## config.mk

```make
export PLATFORM = sky130hd
export DESIGN_NAME = edf_slice_scheduler_flat
export DESIGN_NICKNAME = d
export VERILOG_FILES = /design/src/rtl/edf_pkg.sv /design/src/rtl/edf_if.sv /design/src/rtl/edf_cell.sv /design/src/rtl/edf_slice_scheduler.sv /design/src/flat_wrapper.sv
export SDC_FILE = /design/constraint.sdc
export NUM_CORES = 1
export LEC_CHECK = 0
export ABC_AREA = 1
export BUFFER_PORTS_ARGS = -buffer_cell sky130_fd_sc_hd__clkbuf_2
export CAP_MARGIN = 20
export CELL_PAD_IN_SITES_DETAIL_PLACEMENT = 1
export CELL_PAD_IN_SITES_GLOBAL_PLACEMENT = 1
export CORE_MARGIN = 3
export CORE_UTILIZATION = 40
export CTS_BUF_LIST = sky130_fd_sc_hd__clkbuf_4
export DETAILED_ROUTE_END_ITERATION = 6
export GPL_TIMING_DRIVEN = 0
export HOLD_SLACK_MARGIN = 0.03
export PLACE_DENSITY_LB_ADDON = 0.1
export SLEW_MARGIN = 20
export SYNTH_ARGS = -nofsm -noshare
export SYNTH_HDL_FRONTEND = slang
export SYNTH_SLANG_ARGS = --single-unit
```

## constraint.sdc

```tcl
create_clock -name i_clk -period 4 [get_ports i_clk]
set_input_delay 0.2 -clock i_clk [delete_from_list [all_inputs] [get_ports i_clk]]
set_output_delay 0.2 -clock i_clk [all_outputs]
set_load 0.005 [all_outputs]
```

## src/rtl/edf_pkg.sv

```systemverilog
// shared constants, payload types and cell control struct for the edf slice scheduler
// no dependencies; used by the interfaces, the cell and the top level
package edf_pkg;

    localparam int TASK_SLOTS = 8;
    localparam int TIME_BITS  = 16;

    // fixed port field widths
    localparam int SLOT_W     = 3;
    localparam int FIELD_W    = 16;
    localparam int COUNT_W    = 4;

    localparam int SLOT_BITS  = $clog2(TASK_SLOTS);
    localparam int IDX_BITS   = (SLOT_BITS > SLOT_W) ? SLOT_BITS : SLOT_W;
    localparam int CMP_BITS   = ((IDX_BITS > COUNT_W) ? IDX_BITS : COUNT_W) + 1;

    localparam logic [TIME_BITS-1:0] TIME_MAX = {TIME_BITS{1'b1}};
    localparam logic [COUNT_W-1:0]   COUNT_RESET = COUNT_W'(3);

    localparam logic CMD_LOAD = 1'b0;
    localparam logic CMD_TICK = 1'b1;

    // partial result that travels down the row of cells
    typedef struct packed {
        logic                 valid;
        logic                 found;
        logic [IDX_BITS-1:0]  best_slot;
        logic [TIME_BITS-1:0] best_due;
        logic [1:0]           busy_cnt;   // nonzero budgets seen, saturates at 2
        logic                 best_one;   // winner has exactly one slice left
    } t_wave;

    // broadcast writes into the cells
    typedef struct packed {
        logic                 load_en;
        logic                 dec_en;
        logic [IDX_BITS-1:0]  slot;
        logic [TIME_BITS-1:0] arrival;
        logic [TIME_BITS-1:0] budget;
        logic [TIME_BITS-1:0] due;
    } t_cell_ctl;

endpackage

```

## src/rtl/edf_if.sv

```systemverilog
// valid/ready channel interfaces for the scheduler input and result words
// depends on edf_pkg for field widths
interface edf_in_if;
    logic                          valid;
    logic                          ready;
    logic                          command;
    logic [edf_pkg::SLOT_W-1:0]    slot;
    logic [edf_pkg::FIELD_W-1:0]   arrival;
    logic [edf_pkg::FIELD_W-1:0]   budget;
    logic [edf_pkg::FIELD_W-1:0]   due_slice;

    modport source (output valid, command, slot, arrival, budget, due_slice, input ready);
    modport sink   (input valid, command, slot, arrival, budget, due_slice, output ready);
endinterface

interface edf_out_if;
    logic                          valid;
    logic                          ready;
    logic                          picked;
    logic [edf_pkg::SLOT_W-1:0]    picked_slot;
    logic [edf_pkg::FIELD_W-1:0]   slice_time;
    logic                          all_done;

    modport source (output valid, picked, picked_slot, slice_time, all_done, input ready);
    modport sink   (input valid, picked, picked_slot, slice_time, all_done, output ready);
endinterface

```

## src/rtl/edf_cell.sv

```systemverilog
// one task slot: holds arrival, deadline and remaining budget, and folds
// itself into the passing scan word; depends on edf_pkg
module edf_cell (
    input  logic                              i_clk,
    input  logic                              i_rst_n,
    input  logic [edf_pkg::IDX_BITS-1:0]      i_index,
    input  logic [edf_pkg::COUNT_W-1:0]       i_count,
    input  logic [edf_pkg::TIME_BITS-1:0]     i_now,
    input  edf_pkg::t_cell_ctl                i_ctl,
    input  edf_pkg::t_wave                    i_wave,
    output edf_pkg::t_wave                    o_wave
);

    logic [edf_pkg::TIME_BITS-1:0] r_arrival;
    logic [edf_pkg::TIME_BITS-1:0] r_due;
    logic [edf_pkg::TIME_BITS-1:0] r_rem;
    edf_pkg::t_wave                r_wave;
    edf_pkg::t_wave                n_wave;

    logic w_sel;
    logic w_active;
    logic w_busy;
    logic w_take;

    assign w_sel    = (i_ctl.slot == i_index);
    assign w_active = (edf_pkg::CMP_BITS'(i_index) < edf_pkg::CMP_BITS'(i_count));
    assign w_busy   = w_active && (r_rem != '0);
    assign w_take   = i_wave.valid && w_busy && (r_arrival <= i_now) &&
                      (!i_wave.found || (r_due < i_wave.best_due));

    always_comb begin
        n_wave       = i_wave;
        n_wave.found = i_wave.found | w_take;
        if (w_take) begin
            n_wave.best_slot = i_index;
            n_wave.best_due  = r_due;
            n_wave.best_one  = (r_rem == edf_pkg::TIME_BITS'(1));
        end
        if (w_busy && (i_wave.busy_cnt != 2'd2)) begin
            n_wave.busy_cnt = i_wave.busy_cnt + 2'd1;
        end
    end

    always_ff @(posedge i_clk) begin
        if (i_ctl.load_en && w_sel) begin
            r_arrival <= i_ctl.arrival;
            r_due     <= i_ctl.due;
            r_rem     <= i_ctl.budget;
        end else if (i_ctl.dec_en && w_sel) begin
            r_rem <= r_rem - edf_pkg::TIME_BITS'(1);
        end
    end

    // payload only moves with the scan word
    always_ff @(posedge i_clk) begin
        if (!i_rst_n) begin
            r_wave.valid <= 1'b0;
        end else begin
            r_wave.valid <= i_wave.valid;
        end
        if (i_wave.valid) begin
            r_wave.found     <= n_wave.found;
            r_wave.best_slot <= n_wave.best_slot;
            r_wave.best_due  <= n_wave.best_due;
            r_wave.busy_cnt  <= n_wave.busy_cnt;
            r_wave.best_one  <= n_wave.best_one;
        end
    end

    assign o_wave = r_wave;

endmodule

```

## src/rtl/edf_slice_scheduler.sv

```systemverilog
// a tick's result word is registered after the scan word walks the row of cells one slot
// per cycle and the pick state commits it; no new word is accepted until that commit
// a load is written into its slot when it is accepted, which happens only in the idle state
// a result word held by the receiver stalls the next tick in the pick state
// reset: synchronous active low; clears slice clock, halt flag, task_count to 3
// and the output valid; slot contents stay undefined until loaded
module edf_slice_scheduler (
    input  logic                          i_clk,
    input  logic                          i_rst_n,
    input  logic                          i_cfg_we,
    input  logic [edf_pkg::COUNT_W-1:0]   i_cfg_wdata,
    edf_in_if.sink                        i_in,
    edf_out_if.source                     o_out
);

    typedef enum logic [2:0] {
        S_IDLE = 3'b001,
        S_SCAN = 3'b010,
        S_PICK = 3'b100
    } t_state;

    t_state                          r_state;
    t_state                          n_state;
    logic [edf_pkg::COUNT_W-1:0]     r_count;
    logic [edf_pkg::TIME_BITS-1:0]   r_now;
    logic                            r_halted;

    logic                            r_out_valid;
    logic                            r_out_picked;
    logic [edf_pkg::SLOT_W-1:0]      r_out_slot;
    logic [edf_pkg::FIELD_W-1:0]     r_out_time;
    logic                            r_out_done;

    edf_pkg::t_wave                  w_wave [edf_pkg::TASK_SLOTS];
    edf_pkg::t_wave                  w_start;
    edf_pkg::t_wave                  w_last;
    edf_pkg::t_cell_ctl              w_ctl;

    logic w_in_fire;
    logic w_launch;
    logic w_commit;
    logic w_done;

    assign i_in.ready = (r_state == S_IDLE);
    assign w_in_fire  = i_in.valid && i_in.ready;
    assign w_launch   = w_in_fire && (i_in.command == edf_pkg::CMD_TICK) && !r_halted;
    assign w_last     = w_wave[edf_pkg::TASK_SLOTS-1];
    assign w_commit   = (r_state == S_PICK) && (!r_out_valid || o_out.ready);
    // only the winner was busy and it has just spent its last slice
    assign w_done     = w_last.found && (w_last.busy_cnt == 2'd1) && w_last.best_one;

    always_comb begin
        w_start           = '0;
        w_start.valid     = w_launch;

        w_ctl.load_en     = w_in_fire && (i_in.command == edf_pkg::CMD_LOAD);
        w_ctl.dec_en      = w_commit && w_last.found;
        w_ctl.slot        = w_ctl.load_en ? edf_pkg::IDX_BITS'(i_in.slot) : w_last.best_slot;
        w_ctl.arrival     = edf_pkg::TIME_BITS'(i_in.arrival);
        w_ctl.budget      = edf_pkg::TIME_BITS'(i_in.budget);
        w_ctl.due         = edf_pkg::TIME_BITS'(i_in.due_slice);
    end

    for (genvar g = 0; g < edf_pkg::TASK_SLOTS; g++) begin : g_cell
        edf_cell u_cell (
            .i_clk   (i_clk),
            .i_rst_n (i_rst_n),
            .i_index (edf_pkg::IDX_BITS'(g)),
            .i_count (r_count),
            .i_now   (r_now),
            .i_ctl   (w_ctl),
            .i_wave  ((g == 0) ? w_start : w_wave[(g == 0) ? 0 : g-1]),
            .o_wave  (w_wave[g])
        );
    end

    always_comb begin
        n_state = r_state;
        case (r_state)
            S_IDLE: begin
                if (w_launch) begin
                    n_state = S_SCAN;
                end
            end
            S_SCAN: begin
                if (w_last.valid) begin
                    n_state = S_PICK;
                end
            end
            S_PICK: begin
                if (w_commit) begin
                    n_state = S_IDLE;
                end
            end
            default: n_state = S_IDLE;
        endcase
    end

    always_ff @(posedge i_clk) begin
        if (!i_rst_n) begin
            r_state     <= S_IDLE;
            r_count     <= edf_pkg::COUNT_RESET;
            r_now       <= '0;
            r_halted    <= 1'b0;
            r_out_valid <= 1'b0;
        end else begin
            r_state <= n_state;
            if (i_cfg_we) begin
                r_count <= i_cfg_wdata;
            end
            if (w_commit) begin
                r_out_valid <= 1'b1;
                r_halted    <= w_done;
                if (r_now != edf_pkg::TIME_MAX) begin
                    r_now <= r_now + edf_pkg::TIME_BITS'(1);
                end
            end else if (o_out.ready) begin
                r_out_valid <= 1'b0;
            end
        end
    end

    always_ff @(posedge i_clk) begin
        if (w_commit) begin
            r_out_picked <= w_last.found;
            r_out_slot   <= w_last.found ? edf_pkg::SLOT_W'(w_last.best_slot) : '0;
            r_out_time   <= edf_pkg::FIELD_W'(r_now);
            r_out_done   <= w_done;
        end
    end

    assign o_out.valid       = r_out_valid;
    assign o_out.picked      = r_out_picked;
    assign o_out.picked_slot = r_out_slot;
    assign o_out.slice_time  = r_out_time;
    assign o_out.all_done    = r_out_done;

    a_halt_reported: assert property (@(posedge i_clk) disable iff (!i_rst_n)
        $rose(r_halted) |-> (o_out.valid && o_out.all_done))
        else $error("halt set without an all_done word");

    a_scan_owned: assert property (@(posedge i_clk) disable iff (!i_rst_n)
        w_last.valid |-> (r_state == S_SCAN))
        else $error("scan word left the row outside a scan");

    a_no_pick_clean: assert property (@(posedge i_clk) disable iff (!i_rst_n)
        (w_commit && !w_last.found) |=> (o_out.picked_slot == '0 && !o_out.all_done))
        else $error("empty pick carries a slot or a halt");

    a_halted_idle: assert property (@(posedge i_clk) disable iff (!i_rst_n)
        (r_halted && w_in_fire) |=> (r_state == S_IDLE))
        else $error("tick started a scan while halted");

endmodule

```

## src/flat_wrapper.sv

```systemverilog
// flat-port wrapper written by rule: the top's interface ports become plain ports
module edf_slice_scheduler_flat 
  (i_clk, i_rst_n, i_cfg_we, i_cfg_wdata, i_in_valid, i_in_command, i_in_slot, i_in_arrival, i_in_budget, i_in_due_slice, i_in_ready, o_out_valid, o_out_picked, o_out_picked_slot, o_out_slice_time, o_out_all_done, o_out_ready);
  edf_in_if i_in_i ();
  edf_out_if o_out_i ();
  input  logic i_clk;
  input  logic i_rst_n;
  input  logic i_cfg_we;
  input  logic [edf_pkg::COUNT_W-1:0] i_cfg_wdata;
  input wire logic [$bits(i_in_i.valid)-1:0] i_in_valid;
  input wire logic [$bits(i_in_i.command)-1:0] i_in_command;
  input wire logic [$bits(i_in_i.slot)-1:0] i_in_slot;
  input wire logic [$bits(i_in_i.arrival)-1:0] i_in_arrival;
  input wire logic [$bits(i_in_i.budget)-1:0] i_in_budget;
  input wire logic [$bits(i_in_i.due_slice)-1:0] i_in_due_slice;
  output wire logic [$bits(i_in_i.ready)-1:0] i_in_ready;
  output wire logic [$bits(o_out_i.valid)-1:0] o_out_valid;
  output wire logic [$bits(o_out_i.picked)-1:0] o_out_picked;
  output wire logic [$bits(o_out_i.picked_slot)-1:0] o_out_picked_slot;
  output wire logic [$bits(o_out_i.slice_time)-1:0] o_out_slice_time;
  output wire logic [$bits(o_out_i.all_done)-1:0] o_out_all_done;
  input wire logic [$bits(o_out_i.ready)-1:0] o_out_ready;
  assign i_in_i.valid = i_in_valid;
  assign i_in_i.command = i_in_command;
  assign i_in_i.slot = i_in_slot;
  assign i_in_i.arrival = i_in_arrival;
  assign i_in_i.budget = i_in_budget;
  assign i_in_i.due_slice = i_in_due_slice;
  assign i_in_ready = i_in_i.ready;
  assign o_out_valid = o_out_i.valid;
  assign o_out_picked = o_out_i.picked;
  assign o_out_picked_slot = o_out_i.picked_slot;
  assign o_out_slice_time = o_out_i.slice_time;
  assign o_out_all_done = o_out_i.all_done;
  assign o_out_i.ready = o_out_ready;
  edf_slice_scheduler u_core (.i_clk(i_clk), .i_rst_n(i_rst_n), .i_cfg_we(i_cfg_we), .i_cfg_wdata(i_cfg_wdata), .i_in(i_in_i), .o_out(o_out_i));
endmodule
```

# Yosys cells after proc, flatten, opt, wreduce, memory -nomap -nowiden
# Index checks and enable logic that the tools add are counted.
[totals]
n_memories = 0
latch_bits = 0
rom_bits = 0
ff_bits = 599
ram_bits = 0
out_inout_bits = 23
inputBits = 61
elab_cells = 299
[op_classes]
n_shift = 0
bitwise = 8
n_eq_ne = 30
magnitude_cmp = 23
div_mod_pow = 0
n_reduce_logical = 99
mux = 44
addsub = 16
multipliers = 0
[op_table]
columns = ["cell", "n"]
rows = [
  ["two-way mux 16 bit", 22],
  ["== test 16 x 1 -> 1 bit, second input constant", 8],
  ["less-or-equal comparator 16 bit", 8],
  ["nonzero test 16 bit", 8],
  ["subtractor 16 x 1 -> 16 bit, second input constant", 8],
  ["less-than comparator 16 bit", 7],
  ["logical AND 1 bit", 62],
  ["inequality test 2 bit, second input constant", 9],
  ["nonzero test 2 bit", 9],
  ["adder 16 x 1 -> 16 bit, second input constant", 1],
  ["less-than comparator 3 x 4 -> 1 bit, first input constant", 4],
  ["inequality test 16 bit, second input constant", 1],
  ["== test 3 bit, second input constant", 5],
  ["adder 2 x 1 -> 2 bit, second input constant", 7],
  ["two-way mux 2 bit", 7],
  ["two-way mux 3 bit", 4],
  ["two-way mux 1 bit", 10],
  ["== test 3 x 2 -> 1 bit, second input constant", 3],
  ["zero test 1 bit", 9],
  ["one-hot mux 3 bit (3 select lines)", 1],
  ["logical OR 1 bit", 8],
  ["less-than comparator 1 x 4 -> 1 bit, first input constant", 2],
  ["less-than comparator 2 x 4 -> 1 bit, first input constant", 2],
  ["OR 1 bit", 7],
  ["7 further kinds", 8],
]

# Depth between registers and ports, before layout
# Gate-level depths: netlist of the first run.
[logic_depth]
word_depth = 8
depth_mapped = 16
depth_no_buf = 15

# Modules after synthesis
# From an unflattened synthesis of the first run, not the netlist that was laid out.
[hier_totals]
hier_cells = 3449
area_unflattened_um2 = 34470.6
[by_module_without_submodules]
columns = ["module", "area_per_inst_um2", "n_inst", "cells_per_inst"]
rows = [
  ["edf_cell", 4051.4, 8, 401],
  ["edf_slice_scheduler", 2059.5, 1, 241],
]

# Least setup slack after synthesis of the first run
# Ideal clock, no wire load.
[synth_path]
path_type = "reg2reg"
from = "register u_core.r_state[0]"
to = "register u_core.g_cell[7].u_cell.r_rem[0] (netlist name), enable pin"
path_stages_with_launch = 8
path_slack_ps = 88
required_time_ps = 3570
synth_period_minus_slack_ps = 3912
setup_ps = 430
path_buffers = 0
arrival_ps = 3481
cell_sequence = "dfxtp_1 inv_1 nand3_1 nor2_1 nand2_1 nand2_1 inv_1 nor4_1"
[synth_between]
word_cells_on_any_way = 11
[synth_rtl]
columns = ["item", "line", "text"]
rows = [
  ["from (decl)", "edf_slice_scheduler.sv:22", "t_state r_state;"],
  ["from (signal assigned)", "edf_slice_scheduler.sv:107", "r_state <= n_state;"],
  ["== test 3 bit", "edf_slice_scheduler.sv:48", "assign w_commit = (r_state == S_PICK) && (!r_out_valid || o_out.ready);"],
  ["logical AND 1 bit", "edf_slice_scheduler.sv:48", ""],
  ["named net u_core.w_commit", "edf_slice_scheduler.sv:41", "logic w_commit;"],
  ["logical AND 1 bit", "edf_slice_scheduler.sv:57", "w_ctl.dec_en = w_commit && w_last.found;"],
  ["logical AND 1 bit", "edf_cell.sv:49", "end else if (i_ctl.dec_en && w_sel) begin"],
  ["nonzero test 2 bit (no line)", "--", ""],
  ["to (signal assigned)", "edf_cell.sv:48", "r_rem <= i_ctl.budget;"],
  ["to (signal assigned)", "edf_cell.sv:50", "r_rem <= r_rem - edf_pkg::TIME_BITS'(1);"],
  ["to (decl)", "edf_cell.sv:16", "logic [edf_pkg::TIME_BITS-1:0] r_rem;"],
]
# The timed path passes the listed nets, and every way through them passes these cells.
# A chain may end at the register's enable or synchronous reset.

# Final worst setup path of the first run
[layout_path]
from = "register u_core.r_state[2]"
to = "register u_core.g_cell[3].u_cell.r_rem[1] (netlist name), data pin"
[layout_between]
elab_chain_len = 7
[layout_lines]
columns = ["item", "line", "text"]
rows = [
  ["== test 3 x 1 -> 1 bit (*)", "edf_slice_scheduler.sv:44", "assign i_in.ready = (r_state == S_IDLE);"],
  ["logical AND 1 bit (*)", "edf_slice_scheduler.sv:45", "assign w_in_fire = i_in.valid && i_in.ready;"],
  ["logical AND 1 bit (*)", "edf_slice_scheduler.sv:56", "w_ctl.load_en = w_in_fire && (i_in.command == edf_pkg::CMD_LOAD);"],
  ["two-way mux 3 bit", "edf_slice_scheduler.sv:58", "w_ctl.slot = w_ctl.load_en ? edf_pkg::IDX_BITS'(i_in.slot) : w_last.best_slot;"],
  ["== test 3 x 2 -> 1 bit", "edf_cell.sv:25", "assign w_sel = (i_ctl.slot == i_index);"],
  ["logical AND 1 bit (*)", "edf_cell.sv:45", "if (i_ctl.load_en && w_sel) begin"],
  ["two-way mux 16 bit (*)", "edf_cell.sv:45", ""],
  ["to (signal assigned)", "edf_cell.sv:48", ""],
  ["to (signal assigned)", "edf_cell.sv:50", ""],
  ["to (decl)", "edf_cell.sv:16", ""],
]
# Every way passes the cells marked *; elsewhere a longest branch is shown, timed or not.

==> impl_metrics.ini, run 1 <==
[final_layout]
regArea_um2 = 17630
final_cell_mix = 727 x nand2_1, 565 x edfxtp_1, 366 x inv_1
syn_to_final_growth_pct = 17.43
fillers = 8380
post_route_cells_drive_above_1_share_pct = 14.03
multiInputGateArea_um2 = 11150
final_common_cell = nand2_1
final_cells = 4430
finalNetCount = 3649

[route]
via_per_inst = 5.005
drt_wl_total_um = 83840
drc = 0
antenna_left = 0
num_vias = 22174
drtIter0Drc = 939
wl_per_cell_um = 18.93
drtPass1Iterations = 5

[floorplanning]
rows = 100
start_util_pct = 40.61
dieWidth_um = 281.8
die_area_um2 = 79430
fp.dieH_um = 281.8
ioPinCount = 84
core-area_um2 = 74950

[pwr]
power.switching_fraction_pct = 23.45
p_comb_share_pct = 4.7
power.internal_w = 0.01015
seqPwrFrac_pct = 52.5
switchingPower_w = 0.003110
clkPwrFrac_pct = 42.8
peakVddDrop_uv = 162.6
leakagePower_nw = 15.22
p_per_area_nw_per_um2 = 371.1

[synth]
synth.top_cell.area_share_pct = 55.75
synthFlopType = edfxtp_1
yosys-top-cells-area = edfxtp_1 56%, ha_1 11%, nand2_1 9.0%, inv_1 4.6%, nand3_1 3.0%
synth.avg_cell_area_um2 = 10.33
syn_nets = 3263
synth_async_sr_flop_share_pct = 0
ys_types = 44
ys_warn_count = 0
postSynthCellCount = 2946
synth_largest_area_cell = edfxtp_1
yosys_register_bits = 598
syn-cell-area_um2 = 30430
synth_edf_count = 565
ys_seq_area_share_pct = 57.92

[min_path]
hp-class = primary input to flop
hold_depth = 2
min_to = u_core.g_cell[5].u_cell.r_arrival[11]
hold_start = i_in_arrival[11]

[sta]
hold_viol_final = 0
rsz0062_at_grt = false
period_needed_ps = 3779
fin_crit_sh_pct = 94.48
skew_ps = 67.60
fmax_ghz = 0.2646
slew_headroom_pct = 30.05
holdWs_ps = 173.1
tightest_slew_ps = 1048
setup_violations = 0
final_max_slew_viol_count = 0

[clock_tree]
clkSinkCount = 598
cts_tree = done
cts_root_buf = clkbuf_4
cts_buffer_depth = 3
cts_inserted_buffers = 164
ctsHtreeMaxLevel = 4
postCtsSetupRepairBufs = 0
path_clk_slew_ps = 70
clk_latency_ps = 990

[worst_setup_path]
r2r-end = u_core.g_cell[3].u_cell.r_rem[1]
crit_fanout = 19
r2r-start = u_core.r_state[2]
worst-r2r-cell-count = 10
worstSetupStartpointType = flop
crit_required_ps = 4850
worst-setup-path-type = flop to flop
r2r_setup_slack_ps = 220
cp-end-kind = flop
arrival_ps = 4620
cp-startpoint = u_core.r_state[2]

[global_routing]
grt_start_max_net_pins = 29
track_usage_pct = 21.58
grt_pass1_wl_um = 131700
antenna_found_initial = 3
grt_overflow = 0
grt_pass1_vias = 23985

[placement]
place_congestion = 0.8206
numPortBuffers = 83
dp_cells = 4021
dp_hpwl_um = 60530

[run]
drv_cap = 0

[status]
outcome = completed
cell families after synthesis:
kind of cell	after synthesis	synth area share (%)
compound gates	339	6.249
simple gates	1239	17.07
xor+xnor	90	2.590
fa+ha+maj	256	10.53
buf+inv	424	5.645
flops	598	57.92
layout make-up:
cell class | count | share of cell area, %
Sequential cell | 598 | 49.33
Multi-Input combinational cell | 1924 | 31.21
Timing Repair Buffer | 220 | 5.266
Clock buffer | 248 | 5.210
Inverter | 377 | 3.963
Tap cell | 969 | 3.393
Buffer | 47 | 0.8473
Clock inverter | 44 | 0.7633
Antenna cell | 3 | 0.02101
registers in the layout (all words and copies together) (netlist names), 3 cells and up:
register                        flops
u_core.o_out.slice_time            16
u_core.r_count                      4
u_core.o_out.picked_slot            3
u_core.g_cell.u_cell.r_due        128
u_core.r_state                      3
u_core.r_now                       16
u_core.g_cell.u_cell.r_arrival    128
u_core.g_cell.u_cell.o_wave       168
u_core.g_cell.u_cell.r_rem        128
per-layer routing:
metal | share of wire, % | up-vias | track usage [%]
li1 | - | 10909 | -
met1 | 45 | 10734 | 27.44
met2 | 49 | 373 | 37.19
met3 | 3.7 | 156 | 3.825
met4 | 2.3 | 2 | 7.356
met5 | 0.016 | - | 0
power by group through the flow:
| stage | Clock (W) | Combinational (W) | Sequential [W] |
|---|---|---|---|
| finish | 0.00567 | 0.000628 | 0.00696 |
| detailed placement | 0 | 0.000545 | 0.00710 |
| floorplan | 0 | 0.000281 | 0.00708 |
| global placement | 0 | 0.000505 | 0.00710 |
| CTS | 0.00591 | 0.000637 | 0.00696 |
| global route | 0.00624 | 0.000698 | 0.00697 |
critical path: stages, from the launching register on:
cell and delay [ps]:
dfxtp_1 350, nor3_4 440, nand3_4 280, nor2_4 180
dlygate4sd3_1 690, nand2_2 120, clkinv_2 290, nand2_1 80
dlygate4sd3_1 560, o21ai_0 80, dlygate4sd3_1 580
through the flow:
step | total power, W | worst slack, ps | cell area, um2 | setup TNS [ps] | util, %
2_1_floorplan | 0.007364 | 88.35 | 30430 | 0 | -
3_3_place_gp | 0.007601 | -2423 | 32060 | -192220 | 42.78
3_5_place_dp | 0.007643 | 448.5 | 32450 | 0 | 43.30
4_1_cts | 0.01351 | 121.0 | 35730 | 0 | 47.67
5_1_grt | 0.01391 | 72.10 | 35730 | 0 | 47.68
6_report | 0.01326 | 220.7 | 35740 | 0 | 47.68
Yosys cell counts, drive strengths merged, types with 2 or more instances:
cell / instances
dfxtp: 33
nor2: 213
nor3b: 2
xnor2: 26
clkbuf: 12
nor4: 16
nand2: 732
buf: 35
a21o: 10
and2: 4
a31oi: 4
nand3: 186
xor2: 64
a21oi: 119
o21a: 10
or2: 10
o31ai: 5
ha: 256
inv: 377
edfxtp: 565
a21boi: 2
nand3b: 2
nand4: 20
o21ai: 185
nor3: 54
how the worst max path moves through the flow:
stage / endpoint / slack, ps
floorplan: u_core.g_cell[7].u_cell.r_rem[0] / 90
global placement: u_core.g_cell[7].u_cell.r_rem[8] / -2420
detailed placement: u_core.g_cell[0].u_cell.o_wave[12] / 450
CTS: u_core.g_cell[3].u_cell.r_rem[1] / 120
global route: u_core.g_cell[3].u_cell.r_rem[1] / 70
finish: u_core.g_cell[3].u_cell.r_rem[1] / 220
what timing repair did:
| item | in CTS | in global routing |
|---|---|---|
| gates resized for setup | 0 | 1 |
| hold endpoints to repair | 514 | 0 |
| hold buffers | 114 | 0 |
| setup endpoints to repair | 0 | 1 |
(Power assumes the default switching activity.)
==> run 2: changes to the inputs <==
RECOVER_POWER = 25   (was not set)
==> run 2 against run 1 <==
  * Clock-buffer cell count unchanged
  * Total power about the same
  * Sequential share of layout area rose by 0.052 points
  * Cell count did not move
  * Combinational power shrank 0.8%
  * Via count up 0.21%
  * Largest power group unchanged
==> impl_metrics.ini, run 2 (synthesis gave the netlist of run 1 again) <==
[pwr]
total_power_w = 0.01326
power.switching_fraction_pct = 23.50
leakagePower_nw = 15.13
p_per_area_nw_per_um2 = 371.6
clkPwrFrac_pct = 42.8
power.internal_w = 0.01015
switchingPower_w = 0.003118
seqPwrFrac_pct = 52.5
p_comb_share_pct = 4.7
peakVddDrop_uv = 162.9

[min_path]
hold_depth = 4
hp-class = primary input to flop

[final_layout]
finalNetCount = 3649
post_route_cells_drive_above_1_share_pct = 13.04
final_common_cell = nand2_1
largest_reg_flops = 168
final_cell_mix = 727 x nand2_1, 565 x edfxtp_1, 366 x inv_1
syn_to_final_growth_pct = 17.29
final_cells = 4430
fin_util_pct = 47.63

[clock_tree]
cts_tree = done
cts_inserted_buffers = 164
ctsHtreeMaxLevel = 4
path_clk_slew_ps = 70
cts_buffer_depth = 3
cts_root_buf = clkbuf_4
postCtsSetupRepairBufs = 0
clkSinkCount = 598
clk_latency_ps = 990

[floorplanning]
die_area_um2 = 79430
rows = 100
ioPinCount = 84
start_util_pct = 40.61
fp.dieH_um = 281.8
dieWidth_um = 281.8
core-area_um2 = 74950

[worst_setup_path]
critical_path.most_common_cell = dlygate4sd3_1
worstSetupStartpointType = flop
crit_path_max_incr_delay_ps = 690
worst-r2r-cell-count = 10
worst_path_max_delay_cell = dlygate4sd3_1
arrival_ps = 4640
crit_required_ps = 4840
crit_chain = nor3_4 > nand3_4 > nor2_4 > dlygate4sd3_1 > nand2_2 > clkinv_2 > nand2_1 > dlygate4sd3_1 > o21ai_0 > dlygate4sd3_1
worst-setup-path-type = flop to flop
crit_fanout = 19
cp-end-kind = flop

[sta]
slew_headroom_pct = 23.71
fin_crit_sh_pct = 94.95
fmax_ghz = 0.2633
skew_ps = 67.69
holdWs_ps = 232.5
tightest_slew_ps = 1143
hold_viol_final = 0
final_max_slew_viol_count = 0
rsz0062_at_grt = false
period_needed_ps = 3798
setup_violations = 0
worst_slack_ps = 202.0

[route]
drt_wl_total_um = 83840
drc = 0
drtIter0Drc = 967
drtPass1Iterations = 5
antenna_left = 0
via_per_inst = 5.016
num_vias = 22221
wl_per_cell_um = 18.93

[global_routing]
grt_pass1_wl_um = 131700
grt_start_max_net_pins = 29
track_usage_pct = 21.58
grt_pass1_vias = 23985
grt_overflow = 0
antenna_found_initial = 3

[placement]
dp_cells = 4021
numPortBuffers = 83
dp_hpwl_um = 60530
place_congestion = 0.8206
post-place-ws_ps = 448.5

[status]
outcome = completed

[run]
drv_cap = 0
## run 2: cell count changes in the layout (fill, tap and decap cells not counted)
cell	before	now
clkbuf_1	12	44
clkbuf_2	83	51
dfxtp_1	31	33
dfxtp_2	2	0
## run 2: cell type report
cell class	instances	area, um2
diodes	3	7.507
plain buffers	47	302.8
clock buffers	248	1862
clock inverters	44	272.8
fillers	8397	39250
inverters	377	1416
multi-input cells	1924	11150
flip-flops and latches	598	17630
well taps	969	1212
repair buffers	220	1842
## run 2: power by group through the flow
stage                     Sequential [W]  Clock [W]  Combinational [W]
final                            0.00696    0.00568           0.000623
after global routing             0.00697    0.00624           0.000694
after CTS                        0.00696    0.00591           0.000637
after detailed placement         0.00710          0           0.000545
after global placement           0.00710          0           0.000505
after floorplan                  0.00708          0           0.000281
## run 2: path summary, 6_finish.rpt
| check | from | slack, ps | to |
|---|---|---|---|
| max reg2reg | u_core.r_state[2] | 200 | u_core.g_cell[3].u_cell.r_rem[1] |
| min reg2reg | u_core.r_now[9] | 450 | u_core.o_out.slice_time[9] |
| min | i_rst_n | 230 | u_core.r_now[6] |
| max | u_core.r_state[2] | 200 | u_core.g_cell[3].u_cell.r_rem[1] |
## run 2: per-layer routing
| metal | track usage, % | share of wire (%) |
|---|---|---|
| met5 | 0 | 0.016 |
| met4 | 7.356 | 2.4 |
| met3 | 3.825 | 3.8 |
| met2 | 37.19 | 49 |
| met1 | 27.44 | 45 |
## run 2: per-stage QoR
step	setup TNS, ps	area [um2]
floorplan	0	30430
global placement	-192220	32060
detailed placement	0	32450
CTS	0	35730
global route	0	35690
finish	0	35690
## run 2: worst max-delay path: cells and delay by family, from the launching register on
family | cells | cell delay (ps)
and+or+nand+nor | 5 | 1110
buffers and inverters | 4 | 2120
DFF | 1 | 350
AOI/OAI and AO/OA | 1 | 80
## run 2: timing repair
action | in CTS | in global routing
resized for setup | 0 | 1
hold endpoints to repair | 514 | 0
endpoints found under the setup margin | 0 | 1
hold buffers | 114 | 0
==> run 3: changes to the inputs <==
clock period = 4.3 ns   (was 4 ns; I/O delays follow)
==> run 3 against run 2 <==
  * Worst setup slack better by 280 ps
  * Worst hold slack got worse by 76 ps
  * First-iteration DRC count down 0.93%
  * Largest power group unchanged
  * Utilization down 0.18 points
  * Non-clock buffer count fell by 13
  * Sequential share of layout area increased by 0.19 points
  * Sequential power shrank 6.9%
  * Combinational power down 8.8%
  * Design area decreased by 0.38%
  * Maximum frequency is 0.42% lower
  * Register-to-register slack better by 280 ps
  * Clock skew is 5.6 ps lower
==> impl_metrics.ini, run 3 (synthesis gave the netlist of run 1 again) <==
[worst_setup_path]
worstSetupStartpointType = flop
crit_required_ps = 5150
crit_fanout = 19
r2r_setup_slack_ps = 490
arrival_ps = 4670
cp-end-kind = flop
worst-setup-path-type = flop to flop

[clock_tree]
cts_inserted_buffers = 164
cts_tree = done
post_cts_resized = 0
path_clk_slew_ps = 70
clk_latency_ps = 990
clkSinkCount = 598
cts_buffer_depth = 3
cts_root_buf = clkbuf_4
ctsHtreeMaxLevel = 4

[status]
outcome = completed

[global_routing]
grt_pass1_vias = 23929
grt-busiest-layer = met2
grt_overflow = 0
met2_usage_pct = 36.80
antenna_found_initial = 3
grtUsageMet1_pct = 27.33
grt_pass1_wl_um = 130900
grt_start_max_net_pins = 29
track_usage_pct = 21.44
met3_usage_pct = 3.834

[min_path]
hp-class = primary input to flop

[route]
via_per_inst = 5.020
num_vias = 22163
wl_per_cell_um = 18.86
drtPass1Iterations = 5
drtIter0Drc = 958
drc = 0
drt_wl_total_um = 83270
antenna_left = 0

[sta]
tns_ps = 0
rsz0062_at_grt = false
skew_ps = 62.12
final_max_slew_viol_count = 0
holdWs_ps = 156.9
period_needed_ps = 3814
fmax_ghz = 0.2622
setup_violations = 0
tightest_slew_ps = 1126
fin_crit_sh_pct = 88.69
slew_headroom_pct = 24.85
worst_slack_ps = 486.2
hold_viol_final = 0

[floorplanning]
rows = 100
ioPinCount = 84
die_area_um2 = 79430
fp.dieH_um = 281.8
start_util_pct = 40.61
core-area_um2 = 74950
dieWidth_um = 281.8

[final_layout]
fin_util_pct = 47.44
final_cells = 4415
syn_to_final_growth_pct = 16.84
finalNetCount = 3636
fillers = 8404
final_common_cell = nand2_1
final_cell_mix = 727 x nand2_1, 565 x edfxtp_1, 366 x inv_1
largest_reg_flops = 168
post_route_cells_drive_above_1_share_pct = 13.09

[pwr]
peakVddDrop_uv = 149.1
p_per_area_nw_per_um2 = 346.6
leakagePower_nw = 15.07

[placement]
place_congestion = 0.8206
numPortBuffers = 83
post-place-ws_ps = 748.5
dp_cells = 4021
dp_hpwl_um = 60530

[run]
drv_cap = 0
==> run 3: changes by cell type in the layout (fill, tap and decap cells not counted), sizes merged <==
cell,before,now
diode,3,1
dlygate4sd3,114,101
inv,380,381
clkinv,34,33
==> run 3: routing by layer <==
layer | share of wire (%) | routed length, um | vias to the layer above
met1 | 45 | 37800 | 10741
met5 | 0.016 | 13 | -
met2 | 49 | 40500 | 387
met3 | 3.6 | 2973 | 156
li1 | - | - | 10877
met4 | 2.4 | 1983 | 2
==> run 3: through the flow <==
stage | cell area (um2) | power, W
finish | 35560 | 0.01232
floorplan | 30430 | 0.006851
global placement | 32060 | 0.007071
detailed placement | 32450 | 0.007110
CTS | 35600 | 0.01255
global route | 35560 | 0.01292
==> run 3: worst max-delay path, stage by stage, from the launching register on <==
cell           delay (ps)
dfxtp_1               350
nor3_4                440
nand3_4               280
nor2_4                210
dlygate4sd3_1         630
nand2_2               100
inv_2                 360
nand2_1                90
dlygate4sd3_1         560
o21ai_0                80
dlygate4sd3_1         570
==> run 3: path summary, 6_finish.rpt <==
check / startpoint / endpoint / depth (start not counted)
worst max-delay path: u_core.r_state[2] / u_core.g_cell[3].u_cell.r_rem[1] / 10
worst min-delay path: i_in_budget[9] / u_core.g_cell[0].u_cell.r_rem[9] / 4
worst max register to register: u_core.r_state[2] / u_core.g_cell[3].u_cell.r_rem[1] / 10
worst min register to register: u_core.r_now[9] / u_core.o_out.slice_time[9] / 0
==> run 3: what timing repair did <==
action / 4_1_cts / 5_1_grt
hold buffers: 101 / 0
buffers inserted: 0 / 0
endpoints found under the hold margin: 509 / 0
==> run 3: final cells by class <==
class / count / area, um2 / area share [%]
flip-flops and latches: 598 / 17630 / 49.57
multi-input cells: 1924 / 11150 / 31.36
clock buffers: 248 / 1862 / 5.236
repair buffers: 207 / 1712 / 4.814
inverters: 377 / 1415 / 3.980
well taps: 969 / 1212 / 3.410
plain buffers: 47 / 302.8 / 0.8515
clock inverters: 44 / 272.8 / 0.7671
diodes: 1 / 2.502 / 0.007038
==> run 3: report_power, final <==
group          switching [W]  leakage, nW  total, W  internal (W)
combinational       0.000375         8.43  0.000568      0.000193
clock                0.00247         1.26   0.00528       0.00281
sequential         0.0000473         5.38   0.00648       0.00643
